[config.mk]
export PLATFORM = sky130hd
export DESIGN_NAME = bcr_head_div
export DESIGN_NICKNAME = d
export VERILOG_FILES = /design/src/sv/bcr_pkg.sv /design/src/sv/bcr_head_div.sv
export SDC_FILE = /design/constraint.sdc
export NUM_CORES = 1
export LEC_CHECK = 0
export ABC_AREA = 1
export BUFFER_PORTS_ARGS = -buffer_cell sky130_fd_sc_hd__buf_2
export CAP_MARGIN = 15
export CORE_MARGIN = 2
export CORE_UTILIZATION = 40
export CTS_CLUSTER_DIAMETER = 100
export CTS_CLUSTER_SIZE = 30
export DETAILED_ROUTE_END_ITERATION = 10
export GPL_TIMING_DRIVEN = 0
export SLEW_MARGIN = 20
export SYNTH_ARGS = -nofsm -noshare
export SYNTH_HDL_FRONTEND = slang
export SYNTH_SLANG_ARGS = --single-unit
[constraint.sdc]
create_clock -name clock -period 4.9 [get_ports clock]
set_input_delay 0 -clock clock [delete_from_list [all_inputs] [get_ports clock]]
set_output_delay 0 -clock clock [all_outputs]
set_load 0.01 [all_outputs]
[src/sv/bcr_pkg.sv]
// Shared constants and types for the block-to-CHS request translator.
`timescale 1ns / 1ps

package bcr_pkg;

   // Sizing
   localparam int BLOCK_BITS = 32;
   localparam int CYL_BITS   = 16;
   localparam int BLK_IN_W   = 32;
   localparam int LOG_W      = 4;
   localparam int IDX_W      = BLOCK_BITS + (2 ** LOG_W) - 1;
   localparam int BLK_USE    = (BLOCK_BITS < BLK_IN_W) ? BLOCK_BITS : BLK_IN_W;
   localparam int SPC_W      = 16;
   localparam int SPT_W      = 8;
   localparam int HEAD_W     = 16;
   localparam int SECT_W     = 8;
   localparam int OUT_CYL_W  = 16;
   localparam int LEN_W      = 24;
   localparam int ADDR_W     = 32;
   localparam int CSR_IDX_W  = 2;
   localparam int CSR_DATA_W = 16;

   // Command codes
   localparam logic CMD_READ  = 1'b0;
   localparam logic CMD_WRITE = 1'b1;

   // Register indexes
   typedef enum logic [CSR_IDX_W-1:0] {
      CSR_SECT_PER_CYL  = 2'd0,
      CSR_SECT_PER_TRK  = 2'd1,
      CSR_SECT_SIZE_LOG = 2'd2,
      CSR_SECT_BLK_LOG  = 2'd3
   } csr_index_type;

   // Fields that ride along with the division
   typedef struct packed {
      logic [LEN_W-1:0]  sector_count;
      logic [ADDR_W-1:0] transfer_address;
      logic              command;
   } side_type;

   // Everything known once the cylinder division is done
   typedef struct packed {
      side_type              side;
      logic [CYL_BITS-1:0]   cylinder;
      logic                  overflow;
   } cyl_tag_type;

endpackage

[src/sv/bcr_head_div.sv]
// Pipelined restoring divider: cylinder remainder / sectors per track gives head and sector.
`timescale 1ns / 1ps

module bcr_head_div (
   input  logic                        clock,
   input  logic                        reset,
   input  logic                        advance,
   input  logic                        in_valid,
   input  logic [bcr_pkg::HEAD_W-1:0]  in_dividend,
   input  logic [bcr_pkg::SPT_W-1:0]   in_divisor,
   input  bcr_pkg::cyl_tag_type        in_tag,
   output logic                        out_valid,
   output logic [bcr_pkg::HEAD_W-1:0]  out_head,
   output logic [bcr_pkg::SECT_W-1:0]  out_sector,
   output bcr_pkg::cyl_tag_type        out_tag
);
   import bcr_pkg::*;

   localparam int STAGES = HEAD_W;

   logic                valid_cur [0:STAGES];
   logic [HEAD_W-1:0]   dvd_cur   [0:STAGES];
   logic [SPT_W-1:0]    rem_cur   [0:STAGES];
   logic [HEAD_W-1:0]   quot_cur  [0:STAGES];
   cyl_tag_type         tag_cur   [0:STAGES];

   logic                valid_ff  [0:STAGES-1];
   logic [HEAD_W-1:0]   dvd_ff    [0:STAGES-1];
   logic [SPT_W-1:0]    rem_ff    [0:STAGES-1];
   logic [HEAD_W-1:0]   quot_ff   [0:STAGES-1];
   cyl_tag_type         tag_ff    [0:STAGES-1];

   logic [HEAD_W-1:0]   dvd_in    [0:STAGES-1];
   logic [SPT_W-1:0]    rem_in    [0:STAGES-1];
   logic [HEAD_W-1:0]   quot_in   [0:STAGES-1];

   assign valid_cur[0] = in_valid;
   assign dvd_cur[0]   = in_dividend;
   assign rem_cur[0]   = '0;
   assign quot_cur[0]  = '0;
   assign tag_cur[0]   = in_tag;

   for (genvar k = 0; k < STAGES; k++) begin : g_stage
      logic [SPT_W:0] trial;
      logic           fits;

      // One head bit per stage
      assign trial      = {rem_cur[k], dvd_cur[k][HEAD_W-1]};
      assign fits       = (trial >= {1'b0, in_divisor});
      assign rem_in[k]  = fits ? SPT_W'(trial - {1'b0, in_divisor}) : trial[SPT_W-1:0];
      assign dvd_in[k]  = {dvd_cur[k][HEAD_W-2:0], 1'b0};
      assign quot_in[k] = {quot_cur[k][HEAD_W-2:0], fits};

      always_ff @(posedge clock) begin
         if (reset) begin
            valid_ff[k] <= 1'b0;
         end else if (advance) begin
            valid_ff[k] <= valid_cur[k];
         end
      end

      always_ff @(posedge clock) begin
         if (advance) begin
            dvd_ff[k]  <= dvd_in[k];
            rem_ff[k]  <= rem_in[k];
            quot_ff[k] <= quot_in[k];
            tag_ff[k]  <= tag_cur[k];
         end
      end

      assign valid_cur[k+1] = valid_ff[k];
      assign dvd_cur[k+1]   = dvd_ff[k];
      assign rem_cur[k+1]   = rem_ff[k];
      assign quot_cur[k+1]  = quot_ff[k];
      assign tag_cur[k+1]   = tag_ff[k];
   end

   assign out_valid  = valid_cur[STAGES];
   assign out_head   = quot_cur[STAGES];
   assign out_sector = SECT_W'(rem_cur[STAGES]);
   assign out_tag    = tag_cur[STAGES];

`ifndef SYNTHESIS
   // Sector must land inside the track
   a_sector_in_track: assert property (@(posedge clock) disable iff (reset)
      out_valid |-> (rem_cur[STAGES] < in_divisor))
      else $error("sector not below sectors per track");
`endif

endmodule

# Word-level counts from Yosys, hierarchy flattened
# Memory sizes are Yosys's and may differ from the RTL's.
# Cells that the tools add are included.
[totals]
register_bits = 0
mem_bits_rw = 1824
inputBits = 102
wordCells = 91
mem_count = 5
[classes]
add_sub_neg = 16
magnitude_cmp = 16
mux = 38
n_bitwise = 16
[mem_list]
columns = ["name", "words", "word_bits", "read_ports", "rd_clocked_by_memory_dff", "write_ports", "line_no", "rtl"]
rows = [
  ["tag_ff", 16, 74, 16, 0, 16, "bcr_head_div.sv:31", "cyl_tag_type tag_ff [0:STAGES-1];"],
  ["quot_ff", 16, 16, 16, 0, 16, "bcr_head_div.sv:30", "logic [HEAD_W-1:0] quot_ff [0:STAGES-1];"],
  ["dvd_ff", 16, 15, 15, 0, 16, "bcr_head_div.sv:28", "logic [HEAD_W-1:0] dvd_ff [0:STAGES-1];"],
  ["rem_ff", 16, 8, 16, 0, 16, "bcr_head_div.sv:29", "logic [SPT_W-1:0] rem_ff [0:STAGES-1];"],
  ["valid_ff", 16, 1, 16, 0, 16, "bcr_head_div.sv:27", "logic valid_ff [0:STAGES-1];"],
]
[op_table]
columns = ["operator", "n"]
rows = [
  ["$ge A9 B8 Y1", 15],
  ["$mux W8", 16],
  ["$sub A8 B8 Y8", 15],
  ["$mux W1", 22],
  ["$or A1 B1 Y1", 16],
  ["$ge A1 B8 Y1", 1],
  ["$sub A1 B8 Y8", 1],
]

# Logic depth before layout (Yosys ltp)
# Gate-level depths: netlist of the first run.
[logic_depth]
word_depth = 4
mapped_depth = 13

# Worst setup path after synthesis of the first run
# No wires, ideal clock.
[synth_path]
kind = "reg-to-reg"
from = "memory rem_ff[3][1]"
to = "memory rem_ff[4][7], data pin"
t_arrival_ps = 1468
slack_ps = 3180
path_stages_with_launch = 9
n_path_buf = 0
path_cell_list = "edfxtp_1 > ha_1 > or2_4 > nand3b_4 > nand2_1 > nand2_2 > nand2_4 > nand2_1 > nand2_1"
[synth_rtl]
columns = ["item", "line_no"]
rows = [
  ["from (decl)", "bcr_head_div.sv:29"],
]

==> results of run 1 <==
-- flip-flops by register name, indices dropped and copies added (netlist names) --
signal	flops
rem_ff	128
dvd_ff	120
tag_ff	1184
valid_ff	16
quot_ff	136
-- worst max path at each step --
stage / endpoint / slack (ps) / cells past startpoint
finish: rem_ff[0][3]$_SDFFCE_PP0P_ / 1790 / 9
global route: rem_ff[0][3]$_SDFFCE_PP0P_ / 1580 / 9
CTS: rem_ff[0][3]$_SDFFCE_PP0P_ / 1790 / 9
detailed placement: rem_ff[9][6]$_DFFE_PP_ / 1640 / 11
global placement: valid_ff[1][2]$_DFFE_PP_ / -24820 / 4
floorplan: rem_ff[4][7]$_DFFE_PP_ / 3180 / 8
-- cell usage after synthesis --
library cell	count
o21ai_2	1
inv_1	282
xnor2_1	18
nand2_8	2
clkbuf_1	1
nand3b_4	1
xor2_1	27
nand2_1	657
nand3_1	217
nor2_1	100
nand3_2	2
or2_4	1
nand2_4	15
buf_4	90
edfxtp_1	1584
fa_1	15
a21oi_1	42
buf_2	1
nor2_2	12
clkinv_1	2
nor3_1	16
or2_1	1
nand2_2	13
a21oi_2	8
or2_2	2
buf_6	2
and2_1	2
ha_1	122
nand3b_1	5
o21ai_0	1
nand4_1	28
or2_0	2
nor4_1	1
-- per-layer routing --
layer | up-vias | routed length [um] | track usage (%)
met5 | - | 0 | 0
met4 | 0 | 2160 | 3.34
met3 | 103 | 2510 | 2.07
met2 | 285 | 37700 | 17.8
met1 | 12131 | 38900 | 15.6
li1 | 12527 | - | -
-- repair_timing --
item	CTS	global route
hold buffers	171	1
gates resized for setup	0	0
endpoints found under the hold margin	190	1
-- power by group --
part	internal (mW)	switching (mW)
Clock	2.80	4.05
Sequential	16.5	0.470
Combinational	1.81	3.08
Total	21.1	7.60
-- cells in the final DEF, fill, tap and decap left out, types with 3 or more instances in the layout --
master	n
dlygate4sd3_1	172
nor2_1	100
buf_2	200
nor2_2	12
inv_6	5
a21oi_2	8
xor2_1	27
fa_1	15
nand2_4	15
buf_16	12
nand2_2	13
inv_2	7
clkinv_8	3
nand3b_1	5
nand4_1	28
nor3_1	16
inv_1	275
clkbuf_16	71
xnor2_1	18
nand3_1	217
edfxtp_1	1584
a21oi_1	42
buf_4	90
ha_1	122
inv_12	5
nand2_1	657
-- logic make-up (layout without fill, tap and decap cells) --
logic type / count (synthesis) / after routing
compound gates: 52 / 52
flops: 1584 / 1584
fa+ha+maj: 137 / 137
buf+inv: 378 / 853
other cells: 0 / 1
xor+xnor: 45 / 45
simple gates: 1077 / 1077
-- stage by stage --
stage	worst slack [ps]	area, sq um
final	1790	64000
after global routing	1580	64000
after CTS	1790	64000
after floorplan	3180	56500
after global placement	-24820	59900
after detailed placement	1640	60200
-- worst register-to-register path, cell delays in order (launching register included) --
cell      delay, ps
edfxtp_1        440
ha_1            400
nand2_1          90
inv_1            50
nand3_1          80
nor2_1           50
nor2_2          400
nand2_4         170
nand2_1          90
nand2_1         100
-- area by class of cell --
type	instances	share of cell area, %
Inverter	284	1.66
Clock buffer	72	2.78
Multi-Input combinational cell	1311	11.2
Clock inverter	19	0.459
Antenna cell	1	0.00391
Buffer	94	1.10
Sequential cell	1584	74.3
Timing Repair Buffer	384	4.79
Tap cell	1876	3.67
==> impl_metrics.tcl, run 1 <==
set metrics [dict create \
    yosysTopAreaCellShare_pct 84.1 \
    yosys-top-cells-area "edfxtp_1 84%, nand2_1 4.4%, ha_1 2.7%" \
    hold_start "in_divisor[5]" \
    start_kind "input pin" \
    whs_ps 53.5 \
    rows 137 \
    clk_latency_ps 680 \
    maxSlewViolCount 0 \
    cts_setup_buffers 0 \
    gp_congestion 0.776 \
    synth_top_area_cell "edfxtp_1" \
    hp-class "input pin to register" \
    status "completed" \
    multi_input_area_sq_um 7200 \
    cts_buffers 68 \
    r2r_end "rem_ff[2][0]$_DFFE_PP_" \
    clock_sinks 1584 \
    clk_pin_slew_ps 120 \
    endpoint_kind "register" \
    crit_top_cell "dlygate4sd3_1" \
    max_cap_viol_count 0 \
    core_sq_um 140000 \
    netlist_area_sq_um 56500 \
    fin_cells 5625 \
    cp_num_buf_inv 4 \
    wire_per_inst_um 14.5 \
    worst_path_dominant_cell_family "buffers and inverters" \
    antenna_left 0 \
    ir_drop_mv 0.330 \
    synth_adder_area_share_pct 3.23 \
    vias 25046 \
    dr.pass1.iters 5 \
    synth-simple-area-share_pct 8.29 \
    fmax_mhz 321 \
    synth-seq-cells 1584 \
    reg2regPathDepth 9 \
    die_area_sq_um 144000 \
    grt.total_usage_pct 11.2 \
    slew_headroom_pct 32.7 \
    via_per_inst 4.45 \
    grt_pass1_wl_um 130000 \
    yosysSeqAreaShare_pct 84.1 \
    seqCellArea_sq_um 47600 \
    worstSetupPathType "input pin to register" \
    io_buffers 200 \
    clock_skew_ps 26.8 \
    initial_core_util_pct 40.4 \
    nFillCells 12092 \
    worstPathRequired_ps 5340 \
    synth_mux_area_share_pct 0 \
    dpl.hpwl_um 47300 \
    dp.cells 5361 \
    dr.first_iter.drc_count 1855 \
    critPathMaxFanout 17 \
    pin_count 201 \
    grt_max_degree 150 \
    power_leakage_nw 24.1 \
    drc 0 \
    rsz0062_at_grt "false" \
    synth_top_family_by_area "simple AND/OR/NAND/NOR gates" \
    synth_warnings 0 \
    clk_path_buf_depth 3 \
    avgSynthCellArea_sq_um 17.3 \
    tritoncts "built" \
    cp_data_arrival_time_ps 3550 \
    fin_crit_ps 3110 \
    period_share_pct 63.5 \
    grt_pass1_vias 24693 \
    ys_types 33 \
    drive_above_1_share_pct 12.2 \
    tightest_slew_ps 1010 \
    synth_compound_area_share_pct 0.520 \
    crit_slowest_cell "dlygate4sd3_1" \
    grt_overflow 0 \
    final_util_pct 45.8 \
    antenna_found_initial 1 \
    p_per_area_nw_per_um2 448 \
    finalHoldViolations 0 \
    synth_xor_area_share_pct 0.697 \
    power_mw 28.7 \
    cts-root-buf "clkbuf_16" \
    hold_end "rem_ff[0][7]$_SDFFCE_PP0P_" \
    final_nets 3966 \
    ff2ff_setup_slack_ps 2780 \
    fin_setup_tns_ps 0 \
    totalWireLength_um 81300 \
    syn_to_final_growth_pct 13.3 \
    worstSetupStartpoint "in_divisor[1]" \
    path_cells "buf_2 -> inv_2 -> ha_1 -> nand2_1 -> nor2_1 -> o21ai_2 -> dlygate4sd3_1 -> a21oi_1 -> dlygate4sd3_1" \
    die_w_um 380 \
    worstReg2RegStart "rem_ff[1][1]$_DFFE_PP_" \
    fp.dieH_um 380 \
    max_stage_delay_ps 750 \
    syn-num-nets 3512 \
    cts_max_level 3 \
    setup_violations 0 \
    hold_depth 3 \
    netlist_instances 3273 \
]
(Power assumes the default switching activity.)
==> run 2: changes to the inputs <==
clock period = 2.7 ns   (was 4.9 ns; I/O delays follow)
==> run 2 against run 1 <==
Critical path depth is 1 lower; count of clock-buffer cells in the layout unchanged; highest routed layer unchanged; largest cell class unchanged; die area did not move.
==> impl_metrics.tcl, run 2 (synthesized netlist as in run 1, its figures left out) <==
set metrics [dict create \
    status "completed" \
    cts_max_level 3 \
    start_kind "input pin" \
    die_w_um 380 \
    max_cap_viol_count 0 \
    endpoint_kind "register" \
    power_mw 52.1 \
    dr.first_iter.drc_count 1825 \
    pin_count 201 \
    rows 137 \
    syn_to_final_growth_pct 13.3 \
    die_area_sq_um 144000 \
    final_area_sq_um 64100 \
    dpl.hpwl_um 47300 \
    cts_setup_buffers 0 \
    grt_pass1_wl_um 130000 \
    fin_crit_ps 2430 \
    hold_start "in_dividend[6]" \
    worstReg2RegStart "rem_ff[1][5]$_DFFE_PP_" \
    tightest_slew_ps 822 \
    fmax_mhz 411 \
    wire_per_inst_um 14.5 \
    clk_path_buf_depth 3 \
    drive_above_1_share_pct 12.3 \
    vias 25052 \
    cp_data_arrival_time_ps 2860 \
    ff2ff_setup_slack_ps 570 \
    io_buffers 200 \
    dr.pass1.iters 5 \
    antenna_found_initial 1 \
    power_leakage_nw 24.1 \
    p_per_area_nw_per_um2 813 \
    antenna_left 0 \
    worstPathRequired_ps 3130 \
    via_per_inst 4.45 \
    setup_violations 0 \
    hold_end "dvd_ff[0][6]$_DFFE_PP_" \
    ir_drop_mv 0.601 \
    final_nets 3967 \
    gp_congestion 0.776 \
    slew_headroom_pct 45.2 \
    maxSlewViolCount 0 \
    final_common_cell "edfxtp_1" \
    drc 0 \
    core_sq_um 140000 \
    grt.total_usage_pct 11.2 \
    reg2regPathDepth 9 \
    largestRegisters "tag_ff: 1184 flops, quot_ff: 136 flops, rem_ff: 128 flops" \
    rsz0062_at_grt "false" \
    r2r_end "rem_ff[2][1]$_DFFE_PP_" \
    clock_sinks 1584 \
    final_cell_mix "1,584 x edfxtp_1, 657 x nand2_1, 275 x inv_1" \
    cts_buffers 68 \
    worstSetupPathType "input pin to register" \
    largest_register_ffs 1184 \
    regMostFlops "tag_ff" \
    initial_core_util_pct 40.4 \
    clk_latency_ps 670 \
    grt_overflow 0 \
    tritoncts "built" \
    critPathMaxFanout 17 \
    hp-class "input pin to register" \
    finalHoldViolations 0 \
    clk_pin_slew_ps 110 \
    whs_ps 60.7 \
    clock_skew_ps 25.4 \
    period_share_pct 90.2 \
    hold_depth 2 \
    cts-root-buf "clkbuf_16" \
    totalWireLength_um 81600 \
    grt_pass1_vias 24685 \
    grt_max_degree 150 \
    fp.dieH_um 380 \
    placed_cell_area_sq_um 60200 \
]
## run 2: cell count changes in the layout (fill, tap and decap cells not counted)
cell,before,now
buf_2,200,199
clkbuf_4,0,1
buf_16,12,13
dlygate4sd3_1,172,170
dlymetal6s4s_1,0,1
clkbuf_16,71,72
## run 2: worst max path at each step
stage | from | endpoint | slack, ps
2_1_floorplan | rem_ff[3][1]$_DFFE_PP_ | rem_ff[4][7]$_DFFE_PP_ | 980
3_5_place_dp | in_divisor[1] | rem_ff[9][6]$_DFFE_PP_ | -560
4_1_cts | advance | tag_ff[6][71]$_DFFE_PP_ | 10
5_1_grt | in_divisor[1] | rem_ff[0][2]$_SDFFCE_PP0P_ | 170
3_3_place_gp | advance | valid_ff[1][2]$_DFFE_PP_ | -27020
6_report | in_divisor[1] | rem_ff[0][2]$_SDFFCE_PP0P_ | 270
## run 2: layout make-up
class / instances / area, sq um
Antenna cell: 1 / 2.50
Buffer: 94 / 707
Clock buffer: 72 / 1780
Clock inverter: 19 / 294
Fill cell: 12089 / 75800
Inverter: 284 / 1070
Multi-Input combinational cell: 1311 / 7200
Sequential cell: 1584 / 47600
Tap cell: 1876 / 2350
Timing Repair Buffer: 385 / 3120
## run 2: report_power, final
| group | switching, mW | internal [mW] | total [mW] | leakage (nW) |
|---|---|---|---|---|
| sequential | 0.852 | 29.9 | 30.8 | 15.5 |
| combinational | 5.58 | 3.29 | 8.87 | 7.58 |
| clock | 7.35 | 5.09 | 12.4 | 1.01 |
## run 2: through the flow
step / setup TNS [ps] / utilization [%] / instances / setup slack [ps]
after floorplan: 0 / - / 3273 / 980
after global placement: - / 42.8 / 5349 / -27020
after detailed placement: -126150 / 43.1 / 5361 / -561
after CTS: 0 / 45.8 / 5623 / 13.1
after global routing: 0 / 45.8 / 5625 / 174
final: 0 / 45.8 / 5626 / 266
## run 2: critical path: stages
cell and delay (ps):
clkbuf_4 380, inv_2 690, ha_1 260, nand2_1 60, nor3_1 170, dlygate4sd3_1 610, nor2_1 60, dlygate4sd3_1 550
## run 2: layer usage
| layer | GRT usage [%] | wire [um] |
|---|---|---|
| met2 | 17.9 | 38000 |
| met5 | 0 | 0 |
| met1 | 15.6 | 39000 |
| met3 | 2.06 | 2570 |
| met4 | 3.31 | 2140 |
## run 2: repair_timing
item | CTS | global route
endpoints found under the hold margin | 190 | 1
hold buffers | 171 | 1
resized for setup | 0 | 2
endpoints found under the setup margin | 0 | 140
==> run 3: changes to the inputs <==
CELL_PAD_IN_SITES_DETAIL_PLACEMENT = 1   (was unset)
CELL_PAD_IN_SITES_GLOBAL_PLACEMENT = 2   (was unset)
PLACE_DENSITY_LB_ADDON = 0.1   (was unset)
==> run 3 against run 2 <==
Wire length increased by 15%; sequential cell count stayed put; largest power group unchanged; sequential power hardly changed; die area stayed put; cell count hardly changed; sequential share of layout area fell by 0.12 points; critical endpoint is now rem_ff[0][0]$_DFFE_PP_; combinational power increased by 4.1%.
==> impl_metrics.tcl, run 3 (synthesized netlist as in run 1, its figures left out) <==
set metrics [dict create \
    status "completed" \
    dr.first_iter.drc_count 1617 \
    gp_congestion 0.767 \
    grt_pass1_wl_um 149000 \
    multi_input_area_sq_um 7200 \
    hold_end "tag_ff[0][55]$_DFFE_PP_" \
    dp.cells 5366 \
    drc 0 \
    worst_path_dominant_cell_family "buffers and inverters" \
    max_stage_delay_ps 700 \
    finalHoldViolations 0 \
    worstReg2RegStart "rem_ff[3][4]$_DFFE_PP_" \
    crit_slowest_cell "buf_2" \
    totalWireLength_um 93600 \
    cp_num_buf_inv 4 \
    ir_drop_mv 0.550 \
    hold_start "in_tag[55]" \
    whs_ps 58.0 \
    ff2ff_setup_slack_ps 470 \
    io_buffers 200 \
    seqCellArea_sq_um 47600 \
    dr.pass1.iters 5 \
    grt.total_usage_pct 13.0 \
    max_cap_viol_count 0 \
    worstPathRequired_ps 3260 \
    maxSlewViolCount 0 \
    setup_violations 0 \
    initial_core_util_pct 40.4 \
    clk_pin_slew_ps 100 \
    clk_path_buf_depth 3 \
    cts-root-buf "clkbuf_16" \
    clock_sinks 1584 \
    syn_to_final_growth_pct 13.5 \
    final_nets 3969 \
    r2r_end "rem_ff[4][1]$_DFFE_PP_" \
    period_share_pct 94.5 \
    cts_resized 0 \
    antenna_found_initial 4 \
    clock_skew_ps 44.4 \
    final_common_cell "edfxtp_1" \
    endpoint_kind "register" \
    slew_headroom_pct 36.7 \
    hp-class "input pin to register" \
    rsz0062_at_grt "false" \
    fin_crit_ps 2550 \
    tightest_slew_ps 950 \
    clk_latency_ps 690 \
    reg2regPathDepth 9 \
    largestRegisters "tag_ff: 1184 flops, quot_ff: 136 flops, rem_ff: 128 flops" \
    grt_overflow 0 \
    die_area_sq_um 144000 \
    fin_cells 5630 \
    pin_count 201 \
    wire_per_inst_um 16.6 \
    power_leakage_nw 24.2 \
    largest_register_ffs 1184 \
    antennaDiodeCount 0 \
    rows 137 \
    worstSetupPathType "input pin to register" \
    cp_data_arrival_time_ps 3110 \
    start_kind "input pin" \
    placed_cell_area_sq_um 60300 \
    fin_setup_tns_ps 0 \
    p_per_area_nw_per_um2 820 \
    nFillCells 13474 \
    grt_max_degree 158 \
    tritoncts "built" \
    final_area_sq_um 64200 \
    regMostFlops "tag_ff" \
    cts_buffers 69 \
    dpl.hpwl_um 58600 \
    die_w_um 380 \
    via_per_inst 4.54 \
    antenna_left 0 \
    fmax_mhz 392 \
    cts_max_level 3 \
    core_sq_um 140000 \
    path_cells "buf_2 -> ha_1 -> inv_1 -> ha_1 -> nand2_1 -> nor2_1 -> o21ai_2 -> nand2_1 -> dlygate4sd3_1 -> o21ai_0 -> dlygate4sd3_1" \
    fp.dieH_um 380 \
    drive_above_1_share_pct 12.5 \
    critPathMaxFanout 16 \
    grt_pass1_vias 27009 \
    vias 25588 \
    hold_depth 2 \
    final_cell_mix "1,584 x edfxtp_1, 657 x nand2_1, 275 x inv_1" \
]
run 3: layer usage:
metal	GRT usage [%]	part of all wire (%)	up-vias
met2	21.6	48	243
met1	17.7	47	12711
met3	2.23	2.9	103
met5	0	0.028	-
li1	-	-	12527
met4	3.26	2.3	4
run 3: per-stage QoR:
stage / total power [mW] / util (%) / worst slack (ps)
4_1_cts: 53.7 / 45.9 / 143
3_5_place_dp: 40.7 / 43.1 / -40.8
3_3_place_gp: 41.6 / 42.8 / -25890
2_1_floorplan: 37.4 / - / 980
6_report: 52.6 / 45.9 / 148
5_1_grt: 55.8 / 45.9 / 53.3
run 3: power by group:
part	internal [mW]	total [mW]	switching, mW
Clock	5.00	12.5	7.48
Combinational	3.32	9.23	5.91
Sequential	30.0	30.9	0.970
run 3: repair_timing:
action	in CTS	in global routing
hold buffers	167	0
endpoints found under the hold margin	208	0
setup buffers	0	0
endpoints found under the setup margin	0	271
run 3: worst max-delay path by stage:
| stage | from | cells past startpoint | end |
|---|---|---|---|
| 2_1_floorplan | rem_ff[3][1]$_DFFE_PP_ | 8 | rem_ff[4][7]$_DFFE_PP_ |
| 3_3_place_gp | advance | 4 | valid_ff[0][0]$_DFFE_PP_ |
| 3_5_place_dp | in_divisor[1] | 10 | rem_ff[7][0]$_DFFE_PP_ |
| 4_1_cts | advance | 5 | quot_ff[7][0]$_DFFE_PP_ |
| 5_1_grt | in_divisor[0] | 11 | rem_ff[0][0]$_DFFE_PP_ |
| 6_report | in_divisor[0] | 11 | rem_ff[0][0]$_DFFE_PP_ |
run 3: area by class of cell:
type | count | area share, %
Clock buffer | 70 | 2.73
Timing Repair Buffer | 386 | 4.95
Clock inverter | 25 | 0.575
Tap cell | 1876 | 3.66
Sequential cell | 1584 | 74.1
Inverter | 284 | 1.66
Buffer | 94 | 1.10
Multi-Input combinational cell | 1311 | 11.2
